$ cat src/hdl/swbm_pkg.sv
package swbm_pkg;

  localparam logic [2:0] OP_TICK = 3'd0;
  localparam logic [2:0] OP_RX   = 3'd1;
  localparam logic [2:0] OP_LOAD = 3'd2;
  localparam logic [2:0] OP_SEND = 3'd3;
  localparam logic [2:0] OP_RECV = 3'd4;

  localparam logic [1:0] CFG_BREAK   = 2'd0;
  localparam logic [1:0] CFG_PAUSE   = 2'd1;
  localparam logic [1:0] CFG_TIMEOUT = 2'd2;

  localparam logic [11:0] BREAK_RESET   = 12'd677;
  localparam logic [11:0] PAUSE_RESET   = 12'd26;
  localparam logic [11:0] TIMEOUT_RESET = 12'd1041;

  localparam logic [11:0] CNT_MAX   = 12'hFFF;
  localparam logic [7:0]  SYNC_BYTE = 8'h55;

  typedef enum logic [2:0] {
    PH_IDLE  = 3'd0,
    PH_BREAK = 3'd1,
    PH_PAUSE = 3'd2,
    PH_SYNC  = 3'd3,
    PH_XFER  = 3'd4
  } phase_t;

  typedef struct packed {
    logic [2:0] op;
    logic [7:0] data_byte;
    logic       line_high;
    logic [6:0] length;
  } item_t;

  typedef struct packed {
    logic       tx_line;
    logic       tx_valid;
    logic [7:0] tx_byte;
    logic       rx_valid;
    logic [5:0] rx_index;
    logic [7:0] rx_byte;
    logic       send_done;
    logic       receive_done;
    logic [6:0] rx_count;
    phase_t     bus_phase;
    logic       uart_fast;
  } result_t;

  typedef struct packed {
    logic [11:0] break_ticks;
    logic [11:0] pause_ticks;
    logic [11:0] timeout_ticks;
  } cfg_t;

endpackage

$ cat src/hdl/swbm_txbuf.sv
module swbm_txbuf #(
  parameter int DEPTH = 64,
  parameter int IW    = 6
) (
  input  logic          clk,
  input  logic          we,
  input  logic [IW-1:0] waddr,
  input  logic [7:0]    wdata,
  input  logic          re,
  input  logic [IW-1:0] raddr,
  output logic [7:0]    rdata
);

  logic [7:0] mem [DEPTH];

  always_ff @(posedge clk) begin
    if (we) begin
      mem[waddr] <= wdata;
    end
  end

  // Read data is registered and holds until the next read.
  always_ff @(posedge clk) begin
    if (re) begin
      rdata <= mem[raddr];
    end
  end

endmodule

$ cat src/hdl/swbm_core.sv
module swbm_core import swbm_pkg::*; #(
  parameter int BUFFER_DEPTH = 64,
  parameter int IW           = 6,
  parameter int PW           = 7
) (
  input  logic          clk,
  input  logic          rst,
  input  cfg_t          cfg,
  input  item_t         item,
  input  logic [7:0]    rdata,
  input  logic          commit,
  output result_t       res,
  output logic [IW-1:0] rd_addr
);

  typedef enum logic [1:0] {
    TXS_IDLE, TXS_PENDING, TXS_ACTIVE, TXS_END
  } send_t;

  typedef enum logic [1:0] {
    RXS_IDLE, RXS_PENDING, RXS_ACTIVE
  } recv_t;

  phase_t        phase, phase_next;
  logic [11:0]   timer_count, timer_count_next;
  logic          timer_running, timer_running_next;
  send_t         send_status, send_status_next;
  recv_t         receive_status, receive_status_next;
  logic [PW-1:0] tx_length, tx_length_next;
  logic [PW-1:0] tx_position, tx_position_next;
  logic [7:0]    last_sent, last_sent_next;
  logic [PW-1:0] rx_limit, rx_limit_next;
  logic [PW-1:0] rx_position, rx_position_next;

  logic [11:0]   count_inc;
  logic [11:0]   target;
  logic [PW-1:0] len_clamped;
  phase_t        phase_eff;
  logic [PW-1:0] pos_eff;

  assign count_inc   = (timer_count == CNT_MAX) ? timer_count : timer_count + 12'd1;
  assign len_clamped = (int'(item.length) > BUFFER_DEPTH) ? PW'(BUFFER_DEPTH)
                                                          : PW'(item.length);

  always_comb begin
    case (phase)
      PH_BREAK: target = cfg.break_ticks;
      PH_PAUSE: target = cfg.pause_ticks;
      default:  target = cfg.timeout_ticks;
    endcase
  end

  always_comb begin
    phase_next          = phase;
    timer_count_next    = timer_count;
    timer_running_next  = timer_running;
    send_status_next    = send_status;
    receive_status_next = receive_status;
    tx_length_next      = tx_length;
    tx_position_next    = tx_position;
    last_sent_next      = last_sent;
    rx_limit_next       = rx_limit;
    rx_position_next    = rx_position;
    res                 = '0;

    case (item.op)
      OP_TICK: begin
        if (timer_running) begin
          if (count_inc >= target) begin
            timer_count_next = '0;
            case (phase)
              PH_BREAK: phase_next = PH_PAUSE;
              PH_PAUSE: begin
                phase_next   = PH_SYNC;
                res.tx_valid = 1'b1;
                res.tx_byte  = SYNC_BYTE;
              end
              default: begin
                timer_running_next = 1'b0;
                phase_next         = PH_IDLE;
                if (send_status == TXS_END) begin
                  send_status_next = TXS_IDLE;
                  res.send_done    = 1'b1;
                end else if (receive_status == RXS_ACTIVE) begin
                  receive_status_next = RXS_IDLE;
                  res.receive_done    = 1'b1;
                  res.rx_count        = 7'(rx_position);
                end
              end
            endcase
          end else begin
            timer_count_next = count_inc;
          end
        end
      end
      OP_RX: begin
        case (phase)
          PH_IDLE: begin
            timer_count_next   = '0;
            timer_running_next = 1'b1;
            phase_next         = PH_BREAK;
          end
          PH_SYNC: begin
            timer_count_next = '0;
            if (item.data_byte != SYNC_BYTE) begin
              timer_running_next = 1'b1;
              phase_next         = PH_BREAK;
            end else begin
              if (receive_status != RXS_IDLE) begin
                receive_status_next = RXS_ACTIVE;
                rx_position_next    = '0;
              end
              if (send_status != TXS_IDLE) begin
                send_status_next = TXS_ACTIVE;
                last_sent_next   = rdata;
                tx_position_next = PW'(1);
                res.tx_valid     = 1'b1;
                res.tx_byte      = rdata;
              end
              phase_next = PH_XFER;
            end
          end
          PH_XFER: begin
            timer_count_next = '0;
            if (send_status == TXS_ACTIVE) begin
              if (item.data_byte == last_sent && item.line_high) begin
                if (tx_position < tx_length) begin
                  last_sent_next   = rdata;
                  tx_position_next = tx_position + PW'(1);
                  res.tx_valid     = 1'b1;
                  res.tx_byte      = rdata;
                end else begin
                  send_status_next = TXS_END;
                end
              end else begin
                send_status_next = TXS_PENDING;
              end
            end else if (send_status == TXS_END) begin
              send_status_next = TXS_PENDING;
            end
            if (receive_status == RXS_ACTIVE && rx_position < rx_limit) begin
              res.rx_valid     = 1'b1;
              res.rx_index     = 6'(rx_position);
              res.rx_byte      = item.data_byte;
              rx_position_next = rx_position + PW'(1);
            end
          end
          default: begin
          end
        endcase
      end
      OP_SEND: begin
        if (item.length != 7'd0 && send_status == TXS_IDLE) begin
          send_status_next   = TXS_PENDING;
          tx_length_next     = len_clamped;
          tx_position_next   = '0;
          timer_count_next   = '0;
          timer_running_next = 1'b1;
          phase_next         = PH_BREAK;
        end
      end
      OP_RECV: begin
        if (receive_status == RXS_IDLE) begin
          receive_status_next = RXS_PENDING;
          rx_limit_next       = len_clamped;
          rx_position_next    = '0;
        end
      end
      default: begin
      end
    endcase

    res.tx_line   = (phase_next != PH_BREAK);
    res.uart_fast = (phase_next == PH_BREAK) || (phase_next == PH_PAUSE);
    res.bus_phase = phase_next;
  end

  // The next item's buffer read is aimed at the state this item leaves behind.
  assign phase_eff = commit ? phase_next : phase;
  assign pos_eff   = commit ? tx_position_next : tx_position;
  assign rd_addr   = (phase_eff == PH_SYNC) ? '0 : IW'(pos_eff);

  always_ff @(posedge clk) begin
    if (rst) begin
      phase          <= PH_IDLE;
      timer_count    <= '0;
      timer_running  <= 1'b0;
      send_status    <= TXS_IDLE;
      receive_status <= RXS_IDLE;
      tx_length      <= '0;
      tx_position    <= '0;
      last_sent      <= '0;
      rx_limit       <= '0;
      rx_position    <= '0;
    end else if (commit) begin
      phase          <= phase_next;
      timer_count    <= timer_count_next;
      timer_running  <= timer_running_next;
      send_status    <= send_status_next;
      receive_status <= receive_status_next;
      tx_length      <= tx_length_next;
      tx_position    <= tx_position_next;
      last_sent      <= last_sent_next;
      rx_limit       <= rx_limit_next;
      rx_position    <= rx_position_next;
    end
  end

endmodule

$ cat src/hdl/single_wire_bus_master_sequencer.sv
// Bus master sequencer for a single-wire half-duplex UART bus. Each input item is
// one event: a tick, a received byte with the line level, a transmit-buffer load,
// a send request or a receive request. Each item yields exactly one result item
// describing the line level, the byte handed to the transmitter, the byte to store,
// completion flags and the bus phase. The block takes one item per clock cycle
// while the output is not stalled. The transmit buffer is a synchronous memory
// whose registered read is issued as an item is accepted, with the read address
// steered by the state the previous item leaves behind; the item waits in a first
// stage for that read, and its result is then held in the output register.
// Buffer loads are written at acceptance, so a load followed at once by a send
// reads back correctly. Timing registers (break, pause, timeout, in ticks) are
// to be written through the configuration port only while the block is idle;
// the block itself does not enforce this. Reset restores 677, 26 and 1041.
// Buffer entries are undefined until loaded.
module single_wire_bus_master_sequencer import swbm_pkg::*; #(
  parameter int BUFFER_DEPTH = 64
) (
  input  logic        clk,
  input  logic        rst,
  // configuration port
  input  logic        cfg_we,
  input  logic [1:0]  cfg_index,
  input  logic [11:0] cfg_data,
  // input items
  input  logic        in_valid,
  output logic        in_stall,
  input  logic [2:0]  op,
  input  logic [7:0]  data_byte,
  input  logic        line_high,
  input  logic [5:0]  load_index,
  input  logic [6:0]  length,
  // result items
  output logic        out_valid,
  input  logic        out_stall,
  output logic        tx_line,
  output logic        tx_valid,
  output logic [7:0]  tx_byte,
  output logic        rx_valid,
  output logic [5:0]  rx_index,
  output logic [7:0]  rx_byte,
  output logic        send_done,
  output logic        receive_done,
  output logic [6:0]  rx_count,
  output logic [2:0]  bus_phase,
  output logic        uart_fast
);

  localparam int IW = (BUFFER_DEPTH > 1) ? $clog2(BUFFER_DEPTH) : 1;
  localparam int PW = $clog2(BUFFER_DEPTH + 1);

  cfg_t          cfg;
  item_t         s1_item;
  logic          s1_valid;
  logic          s1_adv;
  logic          in_accept;
  logic          load_we;
  logic [7:0]    rdata;
  logic [IW-1:0] rd_addr;
  result_t       res;
  result_t       out_res;

  // Configuration registers.
  always_ff @(posedge clk) begin
    if (rst) begin
      cfg.break_ticks   <= BREAK_RESET;
      cfg.pause_ticks   <= PAUSE_RESET;
      cfg.timeout_ticks <= TIMEOUT_RESET;
    end else if (cfg_we) begin
      case (cfg_index)
        CFG_BREAK:   cfg.break_ticks   <= cfg_data;
        CFG_PAUSE:   cfg.pause_ticks   <= cfg_data;
        CFG_TIMEOUT: cfg.timeout_ticks <= cfg_data;
        default: begin
        end
      endcase
    end
  end

  // The item in the first stage is processed once the output register can take
  // its result; a new item enters whenever the first stage empties or moves on.
  assign s1_adv    = s1_valid && (!out_valid || !out_stall);
  assign in_stall  = s1_valid && !s1_adv;
  assign in_accept = in_valid && !in_stall;

  // Loads beyond the buffer are dropped.
  assign load_we = in_accept && (op == OP_LOAD) && (int'(load_index) < BUFFER_DEPTH);

  swbm_txbuf #(
    .DEPTH (BUFFER_DEPTH),
    .IW    (IW)
  ) u_txbuf (
    .clk   (clk),
    .we    (load_we),
    .waddr (IW'(load_index)),
    .wdata (data_byte),
    .re    (in_accept),
    .raddr (rd_addr),
    .rdata (rdata)
  );

  swbm_core #(
    .BUFFER_DEPTH (BUFFER_DEPTH),
    .IW           (IW),
    .PW           (PW)
  ) u_core (
    .clk     (clk),
    .rst     (rst),
    .cfg     (cfg),
    .item    (s1_item),
    .rdata   (rdata),
    .commit  (s1_adv),
    .res     (res),
    .rd_addr (rd_addr)
  );

  always_ff @(posedge clk) begin
    if (rst) begin
      s1_valid <= 1'b0;
    end else if (in_accept) begin
      s1_valid <= 1'b1;
    end else if (s1_adv) begin
      s1_valid <= 1'b0;
    end
  end

  always_ff @(posedge clk) begin
    if (in_accept) begin
      s1_item.op        <= op;
      s1_item.data_byte <= data_byte;
      s1_item.line_high <= line_high;
      s1_item.length    <= length;
    end
  end

  // Output register: holds a result until it is taken.
  always_ff @(posedge clk) begin
    if (rst) begin
      out_valid <= 1'b0;
    end else if (s1_adv) begin
      out_valid <= 1'b1;
    end else if (!out_stall) begin
      out_valid <= 1'b0;
    end
  end

  always_ff @(posedge clk) begin
    if (s1_adv) begin
      out_res <= res;
    end
  end

  assign tx_line      = out_res.tx_line;
  assign tx_valid     = out_res.tx_valid;
  assign tx_byte      = out_res.tx_byte;
  assign rx_valid     = out_res.rx_valid;
  assign rx_index     = out_res.rx_index;
  assign rx_byte      = out_res.rx_byte;
  assign send_done    = out_res.send_done;
  assign receive_done = out_res.receive_done;
  assign rx_count     = out_res.rx_count;
  assign bus_phase    = out_res.bus_phase;
  assign uart_fast    = out_res.uart_fast;

  // A first-stage item that cannot move on keeps its payload.
  a_s1_hold: assert property (@(posedge clk) disable iff (rst)
    (s1_valid && !s1_adv) |=> (s1_valid && $stable(s1_item)))
    else $error("first stage item lost or changed while blocked");

  // Accepting into an occupied first stage requires that stage to move on.
  a_s1_no_overwrite: assert property (@(posedge clk) disable iff (rst)
    (in_accept && s1_valid) |-> s1_adv)
    else $error("first stage overwritten");

  // The line is low exactly in the break phase.
  a_line_phase: assert property (@(posedge clk) disable iff (rst)
    out_valid |-> (tx_line == (out_res.bus_phase != PH_BREAK)))
    else $error("tx_line disagrees with bus phase");

  // A byte goes to the transmitter only on entering sync or within a transfer.
  a_tx_phase: assert property (@(posedge clk) disable iff (rst)
    (out_valid && tx_valid) |->
      (out_res.bus_phase == PH_SYNC || out_res.bus_phase == PH_XFER))
    else $error("transmit byte outside sync or transfer");

  // A timeout ends either a send or a receive, never both.
  a_done_excl: assert property (@(posedge clk) disable iff (rst)
    out_valid |-> !(send_done && receive_done))
    else $error("send and receive completed together");

endmodule
$ cat config.mk
export PLATFORM = sky130hd
export DESIGN_NAME = single_wire_bus_master_sequencer
export DESIGN_NICKNAME = d
export VERILOG_FILES = /design/src/hdl/swbm_pkg.sv /design/src/hdl/swbm_txbuf.sv /design/src/hdl/swbm_core.sv /design/src/hdl/single_wire_bus_master_sequencer.sv
export SDC_FILE = /design/constraint.sdc
export NUM_CORES = 1
export LEC_CHECK = 0
export ABC_AREA = 1
export BUFFER_PORTS_ARGS = -buffer_cell sky130_fd_sc_hd__buf_2
export CAP_MARGIN = 25
export CORE_ASPECT_RATIO = 1.4
export CORE_UTILIZATION = 31
export CTS_CLUSTER_SIZE = 12
export DETAILED_ROUTE_END_ITERATION = 12
export MAX_ROUTING_LAYER = met4
export PLACE_DENSITY = 0.49
export SLEW_MARGIN = 20
export SYNTH_ARGS = -nofsm -noshare
export SYNTH_HDL_FRONTEND = slang
export SYNTH_SLANG_ARGS = --single-unit
$ cat constraint.sdc
create_clock -name clk -period 8.9 [get_ports clk]
set_clock_uncertainty 0.2 [all_clocks]
set_input_delay 1.335 -clock clk [delete_from_list [all_inputs] [get_ports clk]]
set_output_delay 1.335 -clock clk [all_outputs]
set_load 0.01 [all_outputs]
==> impl_metrics.py, run 1 <==
metrics = {
    "status": {
        "status": "finished clean",
    },
    "finish": {
        "n_fill_cell": 9618,
        "stdcell_area_um2": 33970,
        "layout_commonest_cell": "edfxtp_1",
        "final_cells": 4412,
        "antenna_cells": 0,
        "drive_gt1_share_pct": 8.469,
        "seqCellArea_um2": 19210,
        "multi_input_area_um2": 8272,
        "area_delta_synth_final_pct": 13.86,
        "final_cell_mix": "577 x edfxtp_1, 555 x nand2_1, 471 x nand3_1, 466 x nor2_1, 445 x inv_1",
        "nets": 3206,
    },
    "floorplan": {
        "start_util_pct": 31.28,
        "core-area_um2": 95400,
        "die_area_um2": 97510,
        "ioPinCount": 84,
        "rows": 134,
        "die_h_um": 369.1,
        "die_x_um": 264.2,
    },
    "critical_path": {
        "worstSetupEndpointType": "flip-flop",
        "reg2reg_to": "u_txbuf.rdata[3]$_DFFE_PP_",
        "cp.required_ns": 9.08,
        "reg2reg_from": "u_core.phase[0]$_SDFF_PP0_",
        "slowest_stage": "nor3_2",
        "max_stage_delay_ns": 0.75,
        "crit_arrival_ns": 6.43,
        "critPathLaunchType": "flip-flop",
        "ff2ff_path_depth": 25,
        "reg2reg_slack_ns": 2.64,
        "cp_max_fo": 33,
        "critPathKind": "flip-flop to flip-flop",
    },
    "cts": {
        "numCtsBuffers": 75,
        "hold_buffers": 0,
        "numClockSinks": 671,
        "cts_tree": "built",
        "cts-root-buf": "clkbuf_16",
        "ctsResizeCount": 0,
        "post_cts_buffers": 0,
        "clockBufferDepth": 3,
        "clk-insertion-delay-late_ns": 0.63,
        "h-tree-depth": 3,
        "clkSlewWorstSetupHoldPaths_ns": 0.06,
    },
    "grt": {
        "grt_pass1_wl_mm": 131.9,
        "gr-usage-met1_pct": 21.10,
        "grt_pass1_vias": 20940,
        "grt.busiest_layer": "met2",
        "grtUsageMet2_pct": 32.15,
        "grt_antenna_before_repair": 0,
        "met3_usage_pct": 3.015,
        "grt_overflow": 0,
        "grtUsageTotal_pct": 18.48,
        "grt_max_degree": 161,
    },
    "detailed_routing": {
        "drc": 0,
        "drt_first_pass_iters": 7,
        "drtIter0Drc": 1458,
        "detail-route-antenna-nets": 0,
        "wire_per_inst_um": 19.79,
        "drt-total-wl_mm": 87.31,
        "vias": 21040,
        "vias_per_cell": 4.769,
    },
    "sta": {
        "min_period_ns": 6.257,
        "hold_viol_final": 0,
        "timing.final.crit_share_pct": 70.31,
        "setup_viol": 0,
        "worst_pin_slew_ns": 1.052,
        "maxSlewHeadroom_pct": 29.58,
        "rsz0062_at_grt": "false",
        "max_freq_ghz": 0.1598,
        "tns_ns": 0,
        "slew_viol_final": 0,
    },
    "synth": {
        "syn-cell-area_um2": 29840,
        "yosysWarnings": 0,
        "yosys.area.top_type": "edfxtp_1",
        "syn_nets": 3140,
        "async_flop_share_pct": 0,
        "synth_area_leaders": "edfxtp_1 58%, nand3_1 7.9%, nand2_1 7.0%",
        "synth_flop_cell": "edfxtp_1",
        "yosys.cell_types.count": 48,
        "synth_edf_count": 577,
        "avgSynthCellArea_um2": 9.722,
        "ys_ff_latch": 671,
        "synthCells": 3069,
        "ys_seq_area_share_pct": 64.38,
        "synth.top_cell.area_share_pct": 58.07,
    },
    "worst_hold_path": {
        "worstHoldPathType": "flip-flop to flip-flop",
        "hold_end": "cfg[24]$_SDFFE_PP1P_",
        "worstHoldStart": "cfg[24]$_SDFFE_PP1P_",
        "holdPathStages": 2,
    },
    "pwr": {
        "p_leak_nw": 13.42,
        "ir_worst_vdd_uv": 109.0,
        "power_density_nw_per_um2": 200.0,
    },
    "placement": {
        "placedCellCount": 4280,
        "dpl_cell_area_um2": 31530,
        "dp_hpwl_mm": 54.22,
        "port_buffers": 83,
        "gp_congestion": 0.8614,
    },
    "job": {
        "max_cap_viol_count": 0,
    },
}
[sequential cells by signal (all words and copies together), names as in the netlist, 2 cells and up]
signal and flops:
u_txbuf.mem 512, cfg 36, s1_item 19, u_core.timer_count 12
rx_byte 8, tx_byte 8, u_core.last_sent 8, u_txbuf.rdata 8
rx_count 7, u_core.rx_limit 7, u_core.rx_position 7, u_core.tx_length 7
u_core.tx_position 7, rx_index 6, bus_phase 3, u_core.phase 3
u_core.receive_status 2, u_core.send_status 2
[critical path: cells and delay by family, from the launching register on]
family | cells | cell delay (ns)
simple gates | 17 | 3.10
fa+ha+maj | 1 | 0.16
flops | 1 | 0.46
buf+inv | 5 | 1.16
compound gates | 2 | 0.87
[power breakdown]
part | switching (mW) | internal (mW)
Sequential | 0.0166 | 3.44
Clock | 1.28 | 1.83
Combinational | 0.173 | 0.0546
[cell usage after synthesis, types with 2 or more instances]
library cell and number:
a211oi_1 6, a21oi_1 63, a221oi_1 2, a22o_1 11, a22oi_1 2, a31oi_1 2
and2_1 2, and3_1 2, buf_1 5, buf_2 57, buf_4 22, buf_6 3
clkbuf_1 46, dfxtp_1 94, edfxtp_1 577, ha_1 27, inv_1 446, inv_2 12
nand2_1 557, nand2_2 4, nand3_1 471, nand3_2 2, nand4_1 11, nor2_1 467
nor2_2 5, nor2_4 4, nor3_1 13, nor3_2 3, nor3b_1 4, nor4_1 2
o2111ai_1 2, o21ai_0 110, o21ai_1 10, o31ai_1 2, xnor2_1 3, xor2_1 8
[worst max path at each step]
stage	from	endpoint	slack, ns	depth (start not counted)
2_1_floorplan	out_stall	u_txbuf.rdata[3]$_DFFE_PP_	4.45	20
3_3_place_gp	u_core.phase[0]$_SDFF_PP0_	u_txbuf.rdata[0]$_DFFE_PP_	2.66	27
3_5_place_dp	u_core.phase[0]$_SDFF_PP0_	u_txbuf.rdata[3]$_DFFE_PP_	2.55	25
4_1_cts	u_core.phase[0]$_SDFF_PP0_	u_txbuf.rdata[3]$_DFFE_PP_	2.53	25
5_1_grt	u_core.phase[0]$_SDFF_PP0_	u_txbuf.rdata[2]$_DFFE_PP_	2.03	25
6_report	u_core.phase[0]$_SDFF_PP0_	u_txbuf.rdata[3]$_DFFE_PP_	2.64	25
[per-stage QoR]
step	hold WS [ns]	util (%)	total power [mW]	worst slack (ns)
6_report	0.2567	35.61	6.795	2.643
5_1_grt	0.2858	35.61	7.007	2.035
4_1_cts	0.2611	35.59	6.869	2.535
3_5_place_dp	0.2464	33.05	3.757	2.552
3_3_place_gp	0.2486	33.02	3.757	2.660
2_1_floorplan	0.2292	-	3.631	4.452
[cell type report]
class                      instances  share of cell area, %
sequential                       671                  56.54
multi-input combinational       1806                  24.35
clock buffer                      91                  5.978
inverter                         459                  5.079
tap                             1224                  4.508
timing repair buffer             122                  2.379
clock inverter                    39                  1.164
[per-layer routing]
metal	up-vias	routed length [um]
li1	10240	-
met1	10140	35010
met2	503	44790
met3	157	4131
met4	0	3372
met5	-	0
[cell families (layout without fill, tap and decap cells)]
group                    Yosys count  in the layout  synth area share [%]
AND/OR/NAND/NOR                 1549           1549                 22.07
flip-flops                       671            671                 64.38
buffers and inverters            592            711                 8.039
AO/OA/AOI/OAI                    218            218                 4.022
adder cells (fa/ha/maj)           27             27                 1.132
XOR/XNOR                          11             11                0.3229
multiplexers                       1              1               0.03355
Power figures use the tool's default switching activity.
==> run 2: changes to the inputs <==
==> constraint.sdc (replaced) <==
create_clock -name clk -period 6.4 [get_ports clk]
set_clock_uncertainty 0.2 [all_clocks]
set_input_delay 0.96 -clock clk [delete_from_list [all_inputs] [get_ports clk]]
set_output_delay 0.96 -clock clk [all_outputs]
set_load 0.01 [all_outputs]
==> run 2 against run 1 <==
Net effect:
- combinational power increased by 41%
- critical path depth grew 5
- count of clock-buffer cells in the layout up 6
- utilization decreased by 0.059 points
- largest power group unchanged
- fmax grew 15%
==> impl_metrics.py, run 2 (synthesis results as in run 1) <==
metrics = {
    "floorplan": {
        "core-area_um2": 95400,
        "die_x_um": 264.2,
        "ioPinCount": 84,
        "rows": 134,
        "die_area_um2": 97510,
        "die_h_um": 369.1,
        "start_util_pct": 31.28,
    },
    "cts": {
        "hold_buffers": 0,
        "numCtsBuffers": 75,
        "clkSlewWorstSetupHoldPaths_ns": 0.06,
        "cts-root-buf": "clkbuf_16",
        "clockBufferDepth": 3,
        "ctsResizeCount": 0,
        "h-tree-depth": 3,
        "numClockSinks": 671,
        "clk-insertion-delay-late_ns": 0.63,
        "cts_tree": "built",
        "post_cts_buffers": 0,
    },
    "critical_path": {
        "reg2reg_to": "u_txbuf.rdata[5]$_DFFE_PP_",
        "ff2ff_path_depth": 30,
        "reg2reg_from": "u_core.timer_count[1]$_SDFFE_PP0P_",
        "critical_path.startpoint": "u_core.timer_count[1]$_SDFFE_PP0P_",
        "max_stage_delay_ns": 0.37,
        "worstSetupEndpointType": "flip-flop",
        "crit_arrival_ns": 5.63,
        "reg2reg_slack_ns": 0.95,
        "worst-path-stages": 30,
        "critPathLaunchType": "flip-flop",
        "path_buf_inv": 4,
        "cp-endpoint": "u_txbuf.rdata[5]$_DFFE_PP_",
        "cp_max_fo": 77,
        "critPathKind": "flip-flop to flip-flop",
        "slowest_stage": "dfxtp_1",
        "cp.required_ns": 6.57,
        "crit_family": "simple AND/OR/NAND/NOR gates",
    },
    "pwr": {
        "ir_worst_vdd_uv": 155.4,
        "power_density_nw_per_um2": 275.0,
        "finalPower_mw": 9.328,
        "p_leak_nw": 13.39,
    },
    "finish": {
        "top_register": "u_txbuf.mem",
        "multi_input_area_um2": 8277,
        "n_fill_cell": 9666,
        "nets": 3205,
        "reg_top3": "u_txbuf.mem (512), cfg (36), s1_item (19)",
        "fin_util_pct": 35.55,
        "seqCellArea_um2": 19210,
        "drive_gt1_share_pct": 8.396,
        "largest_reg_flops": 512,
        "final_cells": 4418,
        "stdcell_area_um2": 33920,
        "layout_commonest_cell": "edfxtp_1",
        "final_cell_mix": "577 x edfxtp_1, 555 x nand2_1, 471 x nand3_1, 466 x nor2_1, 446 x inv_1",
        "area_delta_synth_final_pct": 13.67,
    },
    "grt": {
        "grtUsageTotal_pct": 18.31,
        "grt_antenna_before_repair": 3,
        "grt_pass1_vias": 20740,
        "grt_max_degree": 116,
        "grt_pass1_wl_mm": 130.0,
        "grt_overflow": 0,
    },
    "placement": {
        "placedCellCount": 4281,
        "place_ws_ns": 0.9380,
        "port_buffers": 83,
        "dpl_cell_area_um2": 31540,
        "gp_congestion": 0.8867,
        "dp_hpwl_mm": 53.53,
    },
    "sta": {
        "whs_ns": 0.2636,
        "setup_viol": 0,
        "min_period_ns": 5.454,
        "worst_pin_slew_ns": 1.010,
        "rsz0062_at_grt": "false",
        "tns_ns": 0,
        "timing.final.crit_share_pct": 85.22,
        "slew_viol_final": 0,
        "layout_setup_ws_ns": 0.9457,
        "maxSlewHeadroom_pct": 32.48,
        "hold_viol_final": 0,
        "max_freq_ghz": 0.1833,
    },
    "detailed_routing": {
        "drc": 0,
        "vias_per_cell": 4.731,
        "wire_per_inst_um": 19.61,
        "drtIter0Drc": 1623,
        "vias": 20900,
        "drt-total-wl_mm": 86.63,
        "detail-route-antenna-nets": 0,
        "drt_first_pass_iters": 5,
    },
    "worst_hold_path": {
        "worstHoldPathType": "flip-flop to flip-flop",
    },
    "status": {
        "status": "finished clean",
    },
    "job": {
        "max_cap_viol_count": 0,
    },
}
## run 2: worst min-delay path by stage
stage	to	from	depth (start not counted)	slack, ns
2_1_floorplan	cfg[24]$_SDFFE_PP1P_	cfg[24]$_SDFFE_PP1P_	2	0.23
6_report	cfg[26]$_SDFFE_PP1P_	cfg[26]$_SDFFE_PP1P_	2	0.26
3_5_place_dp	cfg[33]$_SDFFE_PP1P_	cfg[33]$_SDFFE_PP1P_	2	0.25
4_1_cts	cfg[33]$_SDFFE_PP1P_	cfg[33]$_SDFFE_PP1P_	2	0.27
5_1_grt	u_core.last_sent[1]$_SDFFE_PP0P_	u_core.last_sent[1]$_SDFFE_PP0P_	2	0.29
3_3_place_gp	cfg[26]$_SDFFE_PP1P_	cfg[26]$_SDFFE_PP1P_	2	0.24
## run 2: worst reg2reg max path, delay by kind of cell, from the launching register on
| family | cells | cell delay [ns] |
|---|---|---|
| DFF | 1 | 0.37 |
| xor gates and xnor gates | 1 | 0.16 |
| and+or+nand+nor | 22 | 2.93 |
| buffers and inverters | 4 | 0.94 |
| AOI/OAI and AO/OA | 1 | 0.17 |
| adders and majority gates | 2 | 0.48 |
## run 2: cell type report
type | instances | area share, %
Multi-Input combinational cell | 1806 | 24.40
Timing Repair Buffer | 121 | 2.361
Tap cell | 1224 | 4.516
Inverter | 459 | 5.087
Clock inverter | 38 | 0.8596
Antenna cell | 2 | 0.01476
Sequential cell | 671 | 56.64
Clock buffer | 97 | 6.120
## run 2: layer usage
| metal | up-vias | part of all wire (%) | global-route usage [%] | wire length, um |
|---|---|---|---|---|
| met3 | 142 | 4.1 | 2.329 | 3537 |
| met2 | 484 | 52 | 32.80 | 44980 |
| met4 | 0 | 3.5 | 7.402 | 3046 |
| met1 | 10020 | 40 | 20.50 | 35070 |
| met5 | - | 0 | - | 0 |
| li1 | 10260 | - | - | - |
## run 2: power breakdown
group	total (mW)	switching, mW	internal [mW]	leakage (nW)
clock network	4.20	1.78	2.42	1.16
registers	4.81	0.0257	4.79	6.00
logic	0.322	0.245	0.0768	6.23
==> run 3: changes to the inputs <==
--- a/config.mk
+++ b/config.mk
@@ -9,11 +9,11 @@
 export BUFFER_PORTS_ARGS = -buffer_cell sky130_fd_sc_hd__buf_2
 export CAP_MARGIN = 25
 export CORE_ASPECT_RATIO = 1.4
-export CORE_UTILIZATION = 31
+export CORE_UTILIZATION = 62
 export CTS_CLUSTER_SIZE = 12
 export DETAILED_ROUTE_END_ITERATION = 12
 export MAX_ROUTING_LAYER = met4
-export PLACE_DENSITY = 0.49
+export PLACE_DENSITY = 0.83
 export SLEW_MARGIN = 20
 export SYNTH_ARGS = -nofsm -noshare
 export SYNTH_HDL_FRONTEND = slang
==> run 3 against run 2 <==
Net effect:
- hold slack gained 0.0067 ns
- worst setup slack lost 0.15 ns
- critical path depth shrank 1
- wire length shrank 13%
- fmax shrank 2.7%
- cell area shrank 3.6%
- sequential share of layout area grew 2.1 points
- register-to-register slack lost 0.15 ns
- power shrank 6.9%
- largest cell class unchanged
- die area shrank 50%
- non-clock buffer count shrank 3
- critical path type unchanged
- first-iteration DRC count grew 53%
==> impl_metrics.py, run 3 (synthesis results as in run 1) <==
metrics = {
    "detailed_routing": {
        "vias_per_cell": 5.845,
        "vias": 22110,
        "detail-route-antenna-nets": 0,
        "drtIter0Drc": 2477,
        "wire_per_inst_um": 19.92,
        "drc": 0,
        "drt-total-wl_mm": 75.33,
        "drt_first_pass_iters": 6,
    },
    "cts": {
        "cts-root-buf": "clkbuf_16",
        "cts_tree": "built",
        "post_cts_buffers": 0,
        "numCtsBuffers": 68,
        "clockBufferDepth": 3,
        "clkSlewWorstSetupHoldPaths_ns": 0.06,
        "h-tree-depth": 3,
        "hold_buffers": 0,
        "clk-insertion-delay-late_ns": 0.61,
        "numClockSinks": 671,
        "ctsResizeCount": 0,
    },
    "sta": {
        "rsz0062_at_grt": "false",
        "whs_ns": 0.2704,
        "hold_viol_final": 0,
        "tns_ns": 0,
        "slew_viol_final": 0,
        "max_freq_ghz": 0.1783,
        "maxSlewHeadroom_pct": 20.06,
        "timing.final.crit_share_pct": 87.63,
        "setup_viol": 0,
        "min_period_ns": 5.608,
        "worst_pin_slew_ns": 1.188,
        "layout_setup_ws_ns": 0.7918,
    },
    "placement": {
        "place_ws_ns": 0.9353,
        "placedCellCount": 3677,
        "dpl_cell_area_um2": 30750,
        "port_buffers": 83,
        "dp_hpwl_mm": 47.06,
        "gp_congestion": 0.9770,
    },
    "pwr": {
        "p_leak_nw": 13.16,
        "finalPower_mw": 8.688,
        "power_density_nw_per_um2": 265.7,
        "ir_worst_vdd_uv": 207.8,
    },
    "grt": {
        "met3_usage_pct": 5.226,
        "grt_pass1_wl_mm": 115.3,
        "grtUsageTotal_pct": 31.93,
        "grt_pass1_vias": 21440,
        "grt_max_degree": 99,
        "grt_antenna_before_repair": 1,
        "gr-usage-met1_pct": 34.67,
        "grt_overflow": 0,
        "grtUsageMet2_pct": 54.26,
        "grt.busiest_layer": "met2",
    },
    "finish": {
        "top_register": "u_txbuf.mem",
        "drive_gt1_share_pct": 7.507,
        "nets": 3195,
        "reg_top3": "u_txbuf.mem (512), cfg (36), s1_item (19)",
        "final_cell_mix": "577 x edfxtp_1, 556 x nand2_1, 471 x nand3_1, 466 x nor2_1, 445 x inv_1",
        "largest_reg_flops": 512,
        "fin_util_pct": 69.15,
        "area_delta_synth_final_pct": 9.574,
        "stdcell_area_um2": 32690,
        "n_fill_cell": 3371,
        "layout_commonest_cell": "edfxtp_1",
        "final_cells": 3782,
    },
    "critical_path": {
        "crit_arrival_ns": 5.77,
        "crit_family": "simple AND/OR/NAND/NOR gates",
        "critPathKind": "flip-flop to flip-flop",
        "critPathLaunchType": "flip-flop",
        "slowest_stage": "o21bai_4",
        "max_stage_delay_ns": 0.55,
        "path_buf_inv": 4,
        "cp.required_ns": 6.56,
        "worstSetupEndpointType": "flip-flop",
        "cp_max_fo": 52,
        "crit_top_cell": "nand2_1",
    },
    "status": {
        "status": "finished clean",
    },
    "floorplan": {
        "die_area_um2": 49020,
        "rows": 94,
        "die_h_um": 261.6,
        "start_util_pct": 63.10,
        "core-area_um2": 47280,
        "die_x_um": 187.4,
        "ioPinCount": 84,
    },
    "worst_hold_path": {
        "worstHoldPathType": "flip-flop to flip-flop",
    },
    "job": {
        "max_cap_viol_count": 0,
    },
}
run 3: layer usage:
metal  vias up  part of all wire, %
met5         -                    0
met4         0                  6.7
met3       297                  8.7
met2      1329                   50
met1     10270                   35
li1      10210                    -
run 3: area by class of cell:
class / count / area, um^2 / area share (%)
antenna: 1 / 2.502 / 0.007654
clock buffer: 88 / 1808 / 5.530
clock inverter: 15 / 103.9 / 0.3177
inverter: 459 / 1725 / 5.278
multi-input combinational: 1806 / 8268 / 25.29
sequential: 671 / 19210 / 58.75
tap: 624 / 780.7 / 2.388
timing repair buffer: 118 / 795.8 / 2.434
run 3: power by group:
part	switching [mW]	internal [mW]	leakage (nW)
registers	0.0224	4.79	6.00
clock network	1.59	1.98	0.936
logic	0.235	0.0763	6.23
run 3: worst reg2reg max path: cells and delay by family, from the launching register on:
kind / cells / cell delay, ns
buffers and inverters: 4 / 0.56
flip-flops: 1 / 0.39
adder cells (fa/ha/maj): 2 / 0.48
AO/OA/AOI/OAI: 3 / 0.98
AND/OR/NAND/NOR: 20 / 2.77
run 3: worst paths after layout:
path	endpoint	startpoint	cells after the start	slack [ns]
min	cfg[15]$_SDFFE_PP1P_	cfg[15]$_SDFFE_PP1P_	2	0.27
max reg2reg	u_txbuf.rdata[5]$_DFFE_PP_	u_core.timer_count[1]$_SDFFE_PP0P_	29	0.79
max	u_txbuf.rdata[5]$_DFFE_PP_	u_core.timer_count[1]$_SDFFE_PP0P_	29	0.79
min reg2reg	cfg[15]$_SDFFE_PP1P_	cfg[15]$_SDFFE_PP1P_	2	0.27
